<file path="config.mk">
export PLATFORM = sky130hd
export DESIGN_NAME = modbus_rtu_request_builder_flat
export DESIGN_NICKNAME = d
export VERILOG_FILES = /design/src/sv/mbrb_pkg.sv /design/src/sv/mbrb_if.sv /design/src/sv/mbrb_crc_stage.sv /design/src/sv/mbrb_serializer.sv /design/src/sv/modbus_rtu_request_builder.sv /design/src/flat_wrapper.sv
export SDC_FILE = /design/constraint.sdc
export NUM_CORES = 1
export LEC_CHECK = 0
export BUFFER_PORTS_ARGS = -buffer_cell sky130_fd_sc_hd__buf_2
export CELL_PAD_IN_SITES_DETAIL_PLACEMENT = 1
export CELL_PAD_IN_SITES_GLOBAL_PLACEMENT = 2
export CORE_AREA = 2 2 293 266
export DETAILED_ROUTE_END_ITERATION = 10
export DIE_AREA = 0 0 295 268
export PLACE_DENSITY = 0.77
export SLEW_MARGIN = 10
export SYNTH_ARGS = -nofsm -noshare
export SYNTH_HDL_FRONTEND = slang
export SYNTH_SLANG_ARGS = --single-unit
</file>
<file path="constraint.sdc">
create_clock -name clk -period 4.05 [get_ports clk]
set_input_delay 0.81 -clock clk [delete_from_list [all_inputs] [get_ports clk]]
set_output_delay 0.81 -clock clk [all_outputs]
set_load 0.005 [all_outputs]
</file>
<file path="src/sv/mbrb_pkg.sv">
// ----------------------------------------------------------------------------
// mbrb_pkg: shared types, constants and helpers
// Frame layout, function codes and the per-byte CRC-16 update used by the
// request builder pipeline.
// ----------------------------------------------------------------------------
package mbrb_pkg;

    localparam logic [15:0] CRC_SEED   = 16'hFFFF;
    localparam logic [15:0] POLY_RESET = 16'hA001;
    localparam logic [7:0]  CODE_READ  = 8'h04;
    localparam logic [7:0]  CODE_WRITE = 8'h06;

    // Frame is eight bytes; the CRC covers the first six
    localparam int unsigned FRAME_LEN = 8;
    localparam int unsigned CRC_SPAN  = 6;

    typedef logic [2:0] byte_idx_t;

    localparam byte_idx_t IDX_CRC_LO = byte_idx_t'(CRC_SPAN);
    localparam byte_idx_t IDX_LAST   = byte_idx_t'(FRAME_LEN - 1);

    // Header bytes of one request frame
    typedef struct packed {
        logic [7:0]  slave_address;
        logic [7:0]  code;
        logic [15:0] register_address;
        logic [15:0] register_value;
    } frame_t;

    // What travels down the CRC pipeline
    typedef struct packed {
        frame_t      frame;
        logic [15:0] crc;
    } stage_t;

    // Header byte in transmission order
    function automatic logic [7:0] header_byte(input frame_t f, input byte_idx_t idx);
        logic [7:0] b;
        begin
            unique case (idx)
                3'd0:    b = f.slave_address;
                3'd1:    b = f.code;
                3'd2:    b = f.register_address[15:8];
                3'd3:    b = f.register_address[7:0];
                3'd4:    b = f.register_value[15:8];
                3'd5:    b = f.register_value[7:0];
                default: b = 8'h00;
            endcase
            return b;
        end
    endfunction

    // Reflected CRC-16: fold in one byte, eight shift steps
    function automatic logic [15:0] crc_update(input logic [15:0] acc_in,
                                               input logic [7:0]  data,
                                               input logic [15:0] poly);
        logic [15:0] acc;
        logic        lsb;
        begin
            acc = acc_in ^ {8'h00, data};
            for (int b = 0; b < 8; b++)
            begin
                lsb = acc[0];
                acc = {1'b0, acc[15:1]};
                if (lsb)
                begin
                    acc = acc ^ poly;
                end
            end
            return acc;
        end
    endfunction

endpackage

</file>
<file path="src/sv/mbrb_if.sv">
// ----------------------------------------------------------------------------
// mbrb channel interfaces
// Request, frame byte and configuration write channels, valid/ready each.
// ----------------------------------------------------------------------------
interface mbrb_req_if;
    logic        valid;
    logic        ready;
    logic        req_type;
    logic [7:0]  slave_address;
    logic [15:0] register_address;
    logic [15:0] register_value;

    modport source (output valid, output req_type, output slave_address,
                    output register_address, output register_value, input ready);
    modport sink   (input valid, input req_type, input slave_address,
                    input register_address, input register_value, output ready);
endinterface

interface mbrb_byte_if;
    logic       valid;
    logic       ready;
    logic [7:0] frame_byte;
    logic       last_byte;

    modport source (output valid, output frame_byte, output last_byte, input ready);
    modport sink   (input valid, input frame_byte, input last_byte, output ready);
endinterface

interface mbrb_cfg_if;
    logic        valid;
    logic        ready;
    logic [15:0] data;

    modport source (output valid, output data, input ready);
    modport sink   (input valid, input data, output ready);
endinterface

</file>
<file path="src/sv/mbrb_crc_stage.sv">
// ----------------------------------------------------------------------------
// mbrb_crc_stage: one CRC pipeline stage
// Folds one header byte into the running CRC and registers the result.
// Stalls hold the stage; a bubble is filled whenever the stage is empty.
// ----------------------------------------------------------------------------
module mbrb_crc_stage #(
    parameter int unsigned BYTE_IDX = 0
) (
    input  logic            clk,
    input  logic            rst_n,
    input  logic [15:0]     poly,
    input  logic            in_valid,
    output logic            in_ready,
    input  mbrb_pkg::stage_t in_data,
    output logic            out_valid,
    input  logic            out_ready,
    output mbrb_pkg::stage_t out_data
);
    import mbrb_pkg::*;

    localparam byte_idx_t SEL = byte_idx_t'(BYTE_IDX);

    logic   valid_reg;
    stage_t data_reg;
    stage_t data_next;

    // CRC step for this byte
    always_comb
    begin
        data_next       = in_data;
        data_next.crc   = crc_update(in_data.crc, header_byte(in_data.frame, SEL), poly);
    end

    assign in_ready  = !valid_reg || out_ready;
    assign out_valid = valid_reg;
    assign out_data  = data_reg;

    // Valid bit, cleared by reset
    always_ff @(posedge clk or negedge rst_n)
    begin
        if (!rst_n)
        begin
            valid_reg <= 1'b0;
        end
        else if (in_ready)
        begin
            valid_reg <= in_valid;
        end
    end

    // Payload, no reset
    always_ff @(posedge clk)
    begin
        if (in_ready && in_valid)
        begin
            data_reg <= data_next;
        end
    end

endmodule

</file>
<file path="src/sv/mbrb_serializer.sv">
// ----------------------------------------------------------------------------
// mbrb_serializer: frame to byte stream
// Holds one finished frame and sends its eight bytes, CRC low then high
// last. Takes the next frame as the last byte leaves.
// ----------------------------------------------------------------------------
module mbrb_serializer (
    input  logic             clk,
    input  logic             rst_n,
    input  logic             in_valid,
    output logic             in_ready,
    input  mbrb_pkg::stage_t in_data,
    output logic             byte_valid,
    input  logic             byte_ready,
    output logic [7:0]       frame_byte,
    output logic             last_byte
);
    import mbrb_pkg::*;

    logic      busy_reg;
    byte_idx_t cnt_reg;
    stage_t    hold_reg;
    logic      is_last;

    assign is_last    = (cnt_reg == IDX_LAST);
    assign byte_valid = busy_reg;
    assign last_byte  = is_last;
    assign in_ready   = !busy_reg || (byte_ready && is_last);

    // Byte select
    always_comb
    begin
        if (cnt_reg == IDX_LAST)
        begin
            frame_byte = hold_reg.crc[15:8];
        end
        else if (cnt_reg == IDX_CRC_LO)
        begin
            frame_byte = hold_reg.crc[7:0];
        end
        else
        begin
            frame_byte = header_byte(hold_reg.frame, cnt_reg);
        end
    end

    // Busy flag and byte counter
    always_ff @(posedge clk or negedge rst_n)
    begin
        if (!rst_n)
        begin
            busy_reg <= 1'b0;
            cnt_reg  <= '0;
        end
        else if (in_ready && in_valid)
        begin
            busy_reg <= 1'b1;
            cnt_reg  <= '0;
        end
        else if (busy_reg && byte_ready)
        begin
            if (is_last)
            begin
                busy_reg <= 1'b0;
            end
            cnt_reg <= cnt_reg + 3'd1;
        end
    end

    // Frame hold register
    always_ff @(posedge clk)
    begin
        if (in_ready && in_valid)
        begin
            hold_reg <= in_data;
        end
    end

endmodule

</file>
<file path="src/sv/modbus_rtu_request_builder.sv">
// ----------------------------------------------------------------------------
// modbus_rtu_request_builder: Modbus RTU request frame generator
// Builds an eight-byte read (0x04) or write single register (0x06) frame
// with CRC-16 for each request.
// ----------------------------------------------------------------------------
// Usage:
//   req : request in (req_type, slave_address, register_address,
//         register_value), accepted on valid && ready.
//   rsp : frame bytes out in transmission order, last_byte on the CRC
//         high byte (eighth byte).
//   cfg : 16-bit write of the reflected CRC polynomial, always ready.
//         Write only while no frame is in flight.
// Path: an accepted request passes the six CRC stages, one byte each, then
//   the serializer, which presents the first byte of the frame.
// Throughput: one byte per cycle while rsp.ready is high; the serializer sets the
//   request rate by sending each frame's eight bytes before the next. The CRC
//   stages take a request every cycle unless stalled and buffer up to six meanwhile.
// Reset: all stages empty, polynomial back to 0xA001.
// Stall: when rsp.ready is low the current byte holds; stages fill up and
//   req.ready drops once all of them are occupied.
// ----------------------------------------------------------------------------
module modbus_rtu_request_builder (
    input logic         clk,
    input logic         rst_n,
    mbrb_req_if.sink    req,
    mbrb_byte_if.source rsp,
    mbrb_cfg_if.sink    cfg
);
    import mbrb_pkg::*;

    logic [15:0] poly_reg;
    logic        st_valid [CRC_SPAN+1];
    logic        st_ready [CRC_SPAN+1];
    stage_t      st_data  [CRC_SPAN+1];

    // Polynomial register
    assign cfg.ready = 1'b1;

    always_ff @(posedge clk or negedge rst_n)
    begin
        if (!rst_n)
        begin
            poly_reg <= POLY_RESET;
        end
        else if (cfg.valid)
        begin
            poly_reg <= cfg.data;
        end
    end

    // Pipeline entry: header and CRC seed
    assign st_valid[0]                      = req.valid;
    assign req.ready                        = st_ready[0];
    assign st_data[0].frame.slave_address    = req.slave_address;
    assign st_data[0].frame.code             = req.req_type ? CODE_WRITE : CODE_READ;
    assign st_data[0].frame.register_address = req.register_address;
    assign st_data[0].frame.register_value   = req.register_value;
    assign st_data[0].crc                    = CRC_SEED;

    // One CRC stage per header byte
    for (genvar i = 0; i < CRC_SPAN; i++)
    begin : g_crc
        mbrb_crc_stage #(
            .BYTE_IDX (i)
        ) u_stage (
            .clk       (clk),
            .rst_n     (rst_n),
            .poly      (poly_reg),
            .in_valid  (st_valid[i]),
            .in_ready  (st_ready[i]),
            .in_data   (st_data[i]),
            .out_valid (st_valid[i+1]),
            .out_ready (st_ready[i+1]),
            .out_data  (st_data[i+1])
        );
    end

    // Byte output
    mbrb_serializer u_ser (
        .clk        (clk),
        .rst_n      (rst_n),
        .in_valid   (st_valid[CRC_SPAN]),
        .in_ready   (st_ready[CRC_SPAN]),
        .in_data    (st_data[CRC_SPAN]),
        .byte_valid (rsp.valid),
        .byte_ready (rsp.ready),
        .frame_byte (rsp.frame_byte),
        .last_byte  (rsp.last_byte)
    );

endmodule

</file>
<file path="src/flat_wrapper.sv">
// flat-port wrapper written by rule: the top's interface ports become plain ports
module modbus_rtu_request_builder_flat import mbrb_pkg::*;
  (clk, rst_n, req_valid, req_req_type, req_slave_address, req_register_address, req_register_value, req_ready, rsp_valid, rsp_frame_byte, rsp_last_byte, rsp_ready, cfg_valid, cfg_data, cfg_ready);
  mbrb_req_if req_i ();
  mbrb_byte_if rsp_i ();
  mbrb_cfg_if cfg_i ();
  input logic clk;
  input logic rst_n;
  input wire logic [$bits(req_i.valid)-1:0] req_valid;
  input wire logic [$bits(req_i.req_type)-1:0] req_req_type;
  input wire logic [$bits(req_i.slave_address)-1:0] req_slave_address;
  input wire logic [$bits(req_i.register_address)-1:0] req_register_address;
  input wire logic [$bits(req_i.register_value)-1:0] req_register_value;
  output wire logic [$bits(req_i.ready)-1:0] req_ready;
  output wire logic [$bits(rsp_i.valid)-1:0] rsp_valid;
  output wire logic [$bits(rsp_i.frame_byte)-1:0] rsp_frame_byte;
  output wire logic [$bits(rsp_i.last_byte)-1:0] rsp_last_byte;
  input wire logic [$bits(rsp_i.ready)-1:0] rsp_ready;
  input wire logic [$bits(cfg_i.valid)-1:0] cfg_valid;
  input wire logic [$bits(cfg_i.data)-1:0] cfg_data;
  output wire logic [$bits(cfg_i.ready)-1:0] cfg_ready;
  assign req_i.valid = req_valid;
  assign req_i.req_type = req_req_type;
  assign req_i.slave_address = req_slave_address;
  assign req_i.register_address = req_register_address;
  assign req_i.register_value = req_register_value;
  assign req_ready = req_i.ready;
  assign rsp_valid = rsp_i.valid;
  assign rsp_frame_byte = rsp_i.frame_byte;
  assign rsp_last_byte = rsp_i.last_byte;
  assign rsp_i.ready = rsp_ready;
  assign cfg_i.valid = cfg_valid;
  assign cfg_i.data = cfg_data;
  assign cfg_ready = cfg_i.ready;
  modbus_rtu_request_builder u_core (.clk(clk), .rst_n(rst_n), .req(req_i), .rsp(rsp_i), .cfg(cfg_i));
endmodule
</file>
==> results of run 1 <==
final cells by class:
class	instances	share of cell area, %
tap	1029	3.614
clock inverter	35	1.236
timing repair buffer	471	10.97
inverter	17	0.1896
clock buffer	55	3.533
multi-input combinational	2230	44.94
antenna	1	0.007023
sequential	425	35.51
worst paths after layout:
path,startpoint,endpoint,cells after the start
min,rst_n,u_core.g_crc[4].u_stage.out_valid$_DFFE_PN0P_,1
min reg2reg,u_core.g_crc[0].u_stage.out_data[26]$_DFFE_PP_,u_core.g_crc[1].u_stage.out_data[26]$_DFFE_PP_,0
max,u_core.g_crc[1].u_stage.out_data[42]$_DFFE_PP_,u_core.g_crc[2].u_stage.out_data[3]$_DFFE_PP_,17
min in group clk,req_register_address[15],u_core.g_crc[0].u_stage.out_data[47]$_DFFE_PP_,1
max in group asynchronous,rst_n,u_core.poly_reg[4]$_DFFE_PN0P_,1
max reg2reg,u_core.g_crc[1].u_stage.out_data[42]$_DFFE_PP_,u_core.g_crc[2].u_stage.out_data[3]$_DFFE_PP_,17
worst reg2reg max path, delay by kind of cell (launching register included):
| kind | cells | cell delay (ps) |
|---|---|---|
| AOI/OAI and AO/OA | 6 | 1570 |
| buffers and inverters | 5 | 850 |
| xor gates and xnor gates | 4 | 790 |
| DFF | 1 | 470 |
| and+or+nand+nor | 2 | 170 |
cells by family after synthesis:
family                     synth area share, %
AOI/OAI and AO/OA                        12.40
other                                  0.01308
and+or+nand+nor                          16.82
adders and majority gates               0.2619
DFF                                      44.08
xor gates and xnor gates                 21.64
muxes                                    1.056
buffers and inverters                    3.731
report_power, final:
group          total, mW  internal [mW]  leakage, nW  switching, mW
logic               17.5           8.18         7.94           9.30
clock network       4.70           2.78        0.823           1.93
registers           6.02           5.77         3.88          0.244
metrics by stage:
stage | cells | power [mW] | util, % | setup TNS (ps) | worst slack (ps)
final | 4263 | 28.20 | 47.01 | -31.36 | -24.19
after global routing | 4262 | 29.65 | 47.01 | -2655 | -147.7
after CTS | 4191 | 27.00 | 44.88 | 0 | 2.007
after detailed placement | 4088 | 22.07 | 42.25 | -5043 | -330.1
after global placement | 4088 | 21.65 | 42.25 | -1378 | -160.5
after floorplan | 2897 | 16.79 | - | 0 | 32.28
synthesized netlist by cell type, types with 15 or more instances:
library cell and n:
mux2i_1 19, edfxtp_1 399, xnor2_1 539, nor2_1 113
nand3_1 65, nor3_1 89, dfrtp_1 23, and2_1 20
o211ai_1 30, xor2_1 84, nand4_1 17, o21ai_0 91
buf_1 20, a211oi_1 31, a21oi_1 121, a31oi_1 29
and3_1 21, nand2b_1 22, inv_1 15, clkbuf_1 145
buf_2 48, nand2_1 580, a32o_1 17, nor4_2 30
a22oi_1 23
metal layers:
metal  GRT usage [%]  vias to the layer above  part of all wire [%]
li1                -                    10760                     -
met1           31.95                    12180                    42
met2           43.57                      710                    49
met3           2.961                      179                   5.0
met4           8.025                        0                   3.5
met5               0                        -                     0
repair_timing:
action / in CTS / in global routing
cloned: 0 / 6
buffers inserted: 13 / 68
pin swaps: 14 / 92
setup endpoints to repair: 43 / 93
resized for setup: 29 / 223
hold buffers: 0 / 0
==> results.py, run 1 <==
metrics = {
    "run_status": {
        "status": "finished with violations",
        "violations": "negative setup slack",
    },
    "cells_and_area": {
        "final_cell_mix": "nand2_1, xnor2_1, edfxtp_1, buf_4, a21oi_1",
        "fin_nets": 3262,
        "seq_area_sq_um": 12650,
        "drive_gt1_share_pct": 25.43,
        "area_delta_synth_final_pct": 24.28,
        "final_common_cell": "nand2_1",
        "multi_input_area_sq_um": 16010,
        "final_area_sq_um": 35630,
        "largest_register_ff_count": 342,
        "fillers": 8290,
    },
    "floorplanning": {
        "dieHeight_microns": 268,
        "rows": 96,
        "coreArea_sq_um": 75790,
        "start_util_pct": 37.83,
        "fp.dieArea_sq_um": 79060,
        "io_pins": 74,
        "die_w_microns": 295,
    },
    "global_route": {
        "grt_pass1_vias": 24260,
        "track_usage_pct": 24.87,
        "grt.overflow.total": 0,
        "grt_pass1_wl_mm": 150.0,
        "antenna_found_initial": 2,
        "grt_max_degree": 58,
    },
    "power": {
        "p_leak_nw": 12.63,
        "power.density_nw_per_um2": 791.5,
        "vdd_drop_max_v": 0.0004139,
    },
    "yosys": {
        "synth.area.top_cells": "edfxtp_1, xnor2_1, nand2_1, xor2_1, a21oi_1",
        "synth_flop_cell": "edfxtp_1",
        "ys_warn_count": 0,
        "synth_nets": 2965,
        "avgSynthCellArea_sq_um": 9.896,
        "syn_area_sq_um": 28670,
        "synth_edf_count": 399,
        "ys_ff_latch": 425,
        "ys_types": 90,
        "yosysTopAreaCell": "edfxtp_1",
        "synthArstFlopShare_pct": 6.118,
        "synthCells": 2897,
        "seq_area_frac_synth_pct": 44.08,
        "synth_top_area_share_pct": 41.79,
    },
    "worst_setup_path": {
        "start_kind": "flop",
        "cp_max_fo": 6,
        "path_cells": "buf_4 -> xor2_1 -> buf_4 -> nand3_2 -> a2111oi_2 -> o21bai_1 -> a221o_1 -> buf_4 -> xor2_4 -> o31ai_4 -> buf_4 -> a211oi_4 -> a32o_2 -> nor4_4 -> xnor2_1 -> xnor2_2 -> buf_4",
        "crit_type": "flop to flop",
        "cp_num_buf_inv": 5,
        "worstPathRequired_ps": 4410,
        "crit_path_max_incr_delay_ps": 470,
        "path_delay_family": "compound AO/OA/AOI/OAI gates",
        "crit_path_frequent_cell": "buf_4",
        "crit_path_end_kind": "flop",
        "arrival_ps": 4440,
        "reg2reg_slack_ps": -20,
        "cp_slowest_cell": "edfxtp_1",
    },
    "drt": {
        "route.detailed.drc": 0,
        "ant_nets": 0,
        "viasPerCell": 5.591,
        "avgRoutedWirePerCell_microns": 24.18,
        "drt-initial-drc-count": 1594,
        "drt-total-wl_mm": 103.1,
        "dr.pass1.iters": 5,
        "vias": 23830,
    },
    "sta": {
        "finalHoldViolCount": 0,
        "tightest_slew_ps": 1009,
        "setup_slack_ps": -24.19,
        "post-route-min-period_ps": 4074,
        "hold_slack_ps": 324.2,
        "finalCritPeriodShare_pct": 100.6,
        "skew_ps": 31.25,
        "relSlewSlack_pct": 32.76,
        "final-setup-viol-count": 2,
        "drv_slew": 0,
        "max_freq_mhz": 245.4,
        "rsz0062_at_grt": "yes",
    },
    "place": {
        "place_area_sq_um": 32020,
        "portBuffers": 72,
        "place_congestion": 0.9328,
        "dp_hpwl_mm": 72.75,
    },
    "job": {
        "max_cap_violations": 0,
    },
    "clocking": {
        "cts_made_buffers": 49,
        "cts_tree": "done",
        "clockRootBuffer": "clkbuf_16",
        "htreeDepth": 2,
        "clkTransAtPathRegs_ps": 60,
        "cts.sinks": 425,
        "clk_latency_ps": 620,
        "clockBufferDepth": 3,
    },
    "hold_path": {
        "min_path_type": "input port to asynchronous set/reset pin",
    },
}
No activity file was read; power rests on OpenSTA's default activity.
==> run 2: changes to the inputs <==
- SKIP_CTS_REPAIR_TIMING: not set -> 1
==> results.py, run 2 (synthesis gave the netlist of run 1 again) <==
metrics = {
    "run_status": {
        "status": "finished with violations",
        "violations": "negative setup slack",
    },
    "place": {
        "place_ws_ps": -330.1,
        "portBuffers": 72,
        "place_congestion": 0.9328,
        "dp_hpwl_mm": 72.75,
    },
    "cells_and_area": {
        "fin_nets": 3252,
        "n_antenna_cell": 0,
        "final_common_cell": "nand2_1",
        "largest_register_ff_count": 342,
        "drive_gt1_share_pct": 24.88,
        "post-route-util_pct": 46.84,
        "area_delta_synth_final_pct": 23.82,
        "final_cell_mix": "nand2_1, xnor2_1, edfxtp_1, buf_4",
    },
    "clocking": {
        "clkTransAtPathRegs_ps": 60,
        "clockRootBuffer": "clkbuf_16",
        "htreeDepth": 2,
        "clockBufferDepth": 3,
        "cts.sinks": 425,
        "clk_latency_ps": 610,
        "cts_tree": "done",
        "cts_made_buffers": 49,
    },
    "worst_setup_path": {
        "crit_type": "flop to flop",
        "path_cells": "xnor2_4 -> buf_6 -> xnor2_4 -> nor2_1 -> o32a_1 -> or3_4 -> buf_6 -> o211a_4 -> o31ai_4 -> buf_6 -> a2111oi_4 -> nor3_2 -> xor2_2 -> buf_6 -> nand2_1 -> xnor2_1",
        "cp.depth": 16,
        "arrival_ps": 4480,
        "ff2ff_path_depth": 16,
        "startpoint": "u_core.g_crc[4].u_stage.out_data[2]$_DFFE_PP_",
        "crit_path_frequent_cell": "buf_6",
        "path_delay_family": "compound AO/OA/AOI/OAI gates",
        "crit_path_end_kind": "flop",
        "cp_num_buf_inv": 4,
        "cp_max_fo": 7,
        "crit_path_max_incr_delay_ps": 540,
        "worstPathRequired_ps": 4410,
        "start_kind": "flop",
        "timing.rr.start": "u_core.g_crc[4].u_stage.out_data[2]$_DFFE_PP_",
        "cp_slowest_cell": "edfxtp_1",
    },
    "hold_path": {
        "min_path_type": "input port to asynchronous set/reset pin",
    },
    "sta": {
        "rsz0062_at_grt": "yes",
        "skew_ps": 31.45,
        "finalHoldViolCount": 0,
        "hold_slack_ps": 326.6,
        "drv_slew": 0,
        "final-setup-viol-count": 16,
        "setup_slack_ps": -71.00,
        "tightest_slew_ps": 997.8,
        "max_freq_mhz": 242.7,
        "post-route-min-period_ps": 4121,
        "finalCritPeriodShare_pct": 101.8,
        "relSlewSlack_pct": 33.48,
    },
    "drt": {
        "avgRoutedWirePerCell_microns": 24.15,
        "drt-initial-drc-count": 1675,
        "viasPerCell": 5.572,
        "ant_nets": 0,
        "vias": 23690,
        "drt-total-wl_mm": 102.7,
        "route.detailed.drc": 0,
        "dr.pass1.iters": 5,
    },
    "power": {
        "p_leak_nw": 12.54,
        "power.density_nw_per_um2": 793.5,
        "vdd_drop_max_v": 0.0003952,
    },
    "global_route": {
        "grt_pass1_vias": 24100,
        "grt_pass1_wl_mm": 149.4,
        "grt_max_degree": 58,
        "grt.overflow.total": 0,
        "use_met3_pct": 2.911,
        "grt_util_met1_pct": 31.96,
        "use_met2_pct": 43.36,
        "track_usage_pct": 24.78,
        "top_usage_layer": "met2",
        "antenna_found_initial": 3,
    },
    "floorplanning": {
        "fp.dieArea_sq_um": 79060,
        "dieHeight_microns": 268,
        "start_util_pct": 37.83,
        "coreArea_sq_um": 75790,
        "rows": 96,
        "io_pins": 74,
        "die_w_microns": 295,
    },
    "job": {
        "max_cap_violations": 0,
    },
}
==> run 2: changes by cell type in the layout (fill, tap and decap cells not counted), moves of 3 or more <==
cell / previous run / this run
o21ai_1: 15 / 12
nor3_2: 16 / 13
buf_8: 2 / 5
buf_4: 335 / 322
o21ai_0: 74 / 78
==> run 2: report_power, final <==
group | internal [mW] | switching (mW) | total (mW)
logic | 8.19 | 9.26 | 17.5
registers | 5.77 | 0.247 | 6.02
clock network | 2.77 | 1.92 | 4.70
==> run 2: final timing paths <==
| check | slack, ps | to |
|---|---|---|
| min in group clk | 370 | u_core.g_crc[0].u_stage.out_data[47]$_DFFE_PP_ |
| max | -70 | u_core.g_crc[5].u_stage.out_data[11]$_DFFE_PP_ |
| min reg2reg | 410 | u_core.g_crc[1].u_stage.out_data[26]$_DFFE_PP_ |
| max reg2reg | -70 | u_core.g_crc[5].u_stage.out_data[11]$_DFFE_PP_ |
| min | 330 | u_core.u_ser.byte_valid$_DFFE_PN0P_ |
| max in group asynchronous | 3020 | u_core.poly_reg[4]$_DFFE_PN0P_ |
==> run 2: final cells by class <==
type / instances / area [sq um]
clock buffer: 55 / 1259
clock inverter: 35 / 440.4
fill: 8340 / 40290
inverter: 17 / 67.56
multi-input combinational: 2229 / 15940
sequential: 425 / 12650
tap: 1029 / 1287
timing repair buffer: 462 / 3856
==> run 2: per-layer routing <==
layer	vias up	share of wire, %
met2	694	50
met4	0	3.4
li1	10760	-
met1	12060	42
met5	-	0
met3	188	4.9
==> run 2: stage by stage <==
| stage | total power [mW] | instance area, sq um | instances | setup TNS [ps] |
|---|---|---|---|---|
| final | 28.17 | 35500 | 4252 | -394.6 |
| after global routing | 29.64 | 35500 | 4252 | -5638 |
| after CTS | 26.85 | 33720 | 4178 | -4467 |
| after detailed placement | 22.07 | 32020 | 4088 | -5043 |
| after global placement | 21.65 | 32020 | 4088 | -1378 |
| after floorplan | 16.79 | 28680 | 2897 | 0 |
==> run 3: changes to the inputs <==
- CELL_PAD_IN_SITES_DETAIL_PLACEMENT: 1 -> 0
- CELL_PAD_IN_SITES_GLOBAL_PLACEMENT: 2 -> 1
- CORE_AREA: 2 2 293 266 -> 2 2 270 245
- DIE_AREA: 0 0 295 268 -> 0 0 272 247
- PLACE_DENSITY: 0.77 -> 0.76
==> results.py, run 3 (synthesis gave the netlist of run 1 again) <==
metrics = {
    "place": {
        "portBuffers": 72,
        "place_congestion": 0.9658,
        "dp_hpwl_mm": 62.32,
        "place_ws_ps": -154.7,
    },
    "clocking": {
        "cts_tree": "done",
        "clkTransAtPathRegs_ps": 70,
        "clk_latency_ps": 600,
        "htreeDepth": 2,
        "cts_made_buffers": 45,
        "clockBufferDepth": 3,
        "cts.sinks": 425,
        "clockRootBuffer": "clkbuf_16",
    },
    "power": {
        "swShare_pct": 40.31,
        "power.internal_mw": 16.00,
        "clock_power_share_pct": 15.6,
        "power.density_nw_per_um2": 781.0,
        "combinationalPowerShare_pct": 62.0,
        "switchingPower_mw": 10.81,
        "p_leak_nw": 12.14,
        "vdd_drop_max_v": 0.0004307,
        "power_frac_seq_pct": 22.4,
    },
    "global_route": {
        "grt_pass1_vias": 21630,
        "track_usage_pct": 25.38,
        "antenna_found_initial": 0,
        "grt.overflow.total": 0,
        "grt_pass1_wl_mm": 131.0,
        "grt_max_degree": 72,
    },
    "floorplanning": {
        "rows": 89,
        "start_util_pct": 44.31,
        "coreArea_sq_um": 64700,
        "die_w_microns": 272,
        "dieHeight_microns": 247,
        "fp.dieArea_sq_um": 67180,
        "io_pins": 74,
    },
    "sta": {
        "finalCritPeriodShare_pct": 98.65,
        "skew_ps": 36.42,
        "max_freq_mhz": 250.3,
        "final-setup-viol-count": 0,
        "post-route-min-period_ps": 3995,
        "relSlewSlack_pct": 29.64,
        "drv_slew": 0,
        "tightest_slew_ps": 1048,
        "finalHoldViolCount": 0,
        "rsz0062_at_grt": "yes",
        "setup_slack_ps": 54.56,
    },
    "cells_and_area": {
        "final_cell_mix": "nand2_1, xnor2_1, edfxtp_1, buf_4, a21oi_1",
        "largest_register_ff_count": 342,
        "n_antenna_cell": 0,
        "final_common_cell": "nand2_1",
        "area_delta_synth_final_pct": 19.76,
        "drive_gt1_share_pct": 22.79,
        "fin_nets": 3198,
        "post-route-util_pct": 53.07,
    },
    "worst_setup_path": {
        "worstPathRequired_ps": 4390,
        "crit_type": "flop to flop",
        "crit_path_end_kind": "flop",
        "cp_max_fo": 4,
        "arrival_ps": 4340,
        "start_kind": "flop",
    },
    "drt": {
        "vias": 22740,
        "ant_nets": 0,
        "avgRoutedWirePerCell_microns": 21.71,
        "drt-initial-drc-count": 2051,
        "route.detailed.drc": 0,
        "drt-total-wl_mm": 87.44,
        "viasPerCell": 5.646,
        "dr.pass1.iters": 6,
    },
    "run_status": {
        "status": "finished, final reports clean",
    },
    "hold_path": {
        "min_path_type": "input port to asynchronous set/reset pin",
    },
    "job": {
        "max_cap_violations": 0,
    },
}
run 3: changes by cell type in the layout (fill, tap and decap cells not counted), moves of 5 or more:
cell,delta
buf_4,-27
buf_6,-14
a21oi_1,+7
clkbuf_16,-7
inv_6,-5
nand2_1,+5
nand2_2,-5
xor2_4,-5
run 3: worst max-delay path, cell delays in order (launching register included):
cell	delay, ps
edfxtp_1	510
buf_6	180
xnor2_4	240
xnor2_4	150
nor2_1	70
o32a_1	370
or3_4	370
buf_4	160
buf_4	130
a21oi_1	160
o21ai_1	130
xnor2_2	370
xnor2_2	180
mux2i_1	240
o22a_1	200
xnor2_2	120
buf_4	150
run 3: stage by stage:
step                instance area (sq um)  instances  TNS (ps)  hold WS, ps  total power [mW]
floorplan                           28680       2897         0        400.3             16.79
global placement                    31630       3901    -148.8        400.4             21.34
detailed placement                  31630       3901    -875.6        404.5             21.59
CTS                                 33120       3982     -1394        332.2             25.80
global route                        34330       4028    -756.6        364.7             28.26
finish                              34330       4028         0        336.4             26.81
run 3: area by class of cell:
cell class,count,area [sq um]
timing repair buffer,412,3311
fill,5620,30370
multi-input combinational,2229,15730
inverter,17,66.31
clock buffer,54,1180
sequential,425,12650
tap,864,1081
clock inverter,27,310.3
run 3: worst paths after layout:
check                                                                from                                             end  slack, ps  depth (start not counted)
min in group clk                                   req_register_value[12]  u_core.g_crc[0].u_stage.out_data[28]$_DFFE_PP_        380                          1
min                                                                 rst_n             u_core.u_ser.byte_valid$_DFFE_PN0P_        340                          1
max reg2reg                 u_core.g_crc[1].u_stage.out_data[0]$_DFFE_PP_   u_core.g_crc[2].u_stage.out_data[0]$_DFFE_PP_         50                         16
min reg2reg                u_core.g_crc[0].u_stage.out_data[25]$_DFFE_PP_  u_core.g_crc[1].u_stage.out_data[25]$_DFFE_PP_        390                          0
max                         u_core.g_crc[1].u_stage.out_data[0]$_DFFE_PP_   u_core.g_crc[2].u_stage.out_data[0]$_DFFE_PP_         50                         16
max in group asynchronous                                           rst_n                  u_core.poly_reg[9]$_DFFE_PN0P_       3040                          1
run 3: routing by layer:
layer  global-route usage, %  wire length, microns  vias to the layer above
li1                        -                     -                    10630
met1                   33.41                 36510                    11020
met2                   42.44                 41450                      890
met3                   3.680                  6017                      209
met4                   9.599                  3457                        0
met5                       0                     0                        -
run 3: power by group through the flow:
stage	Clock [mW]	Combinational, mW	Sequential (mW)
detailed placement	0	15.5	6.10
global placement	0	15.2	6.09
floorplan	0	10.8	5.95
finish	4.18	16.6	6.01
global route	4.41	17.8	6.04
CTS	4.26	15.5	6.01
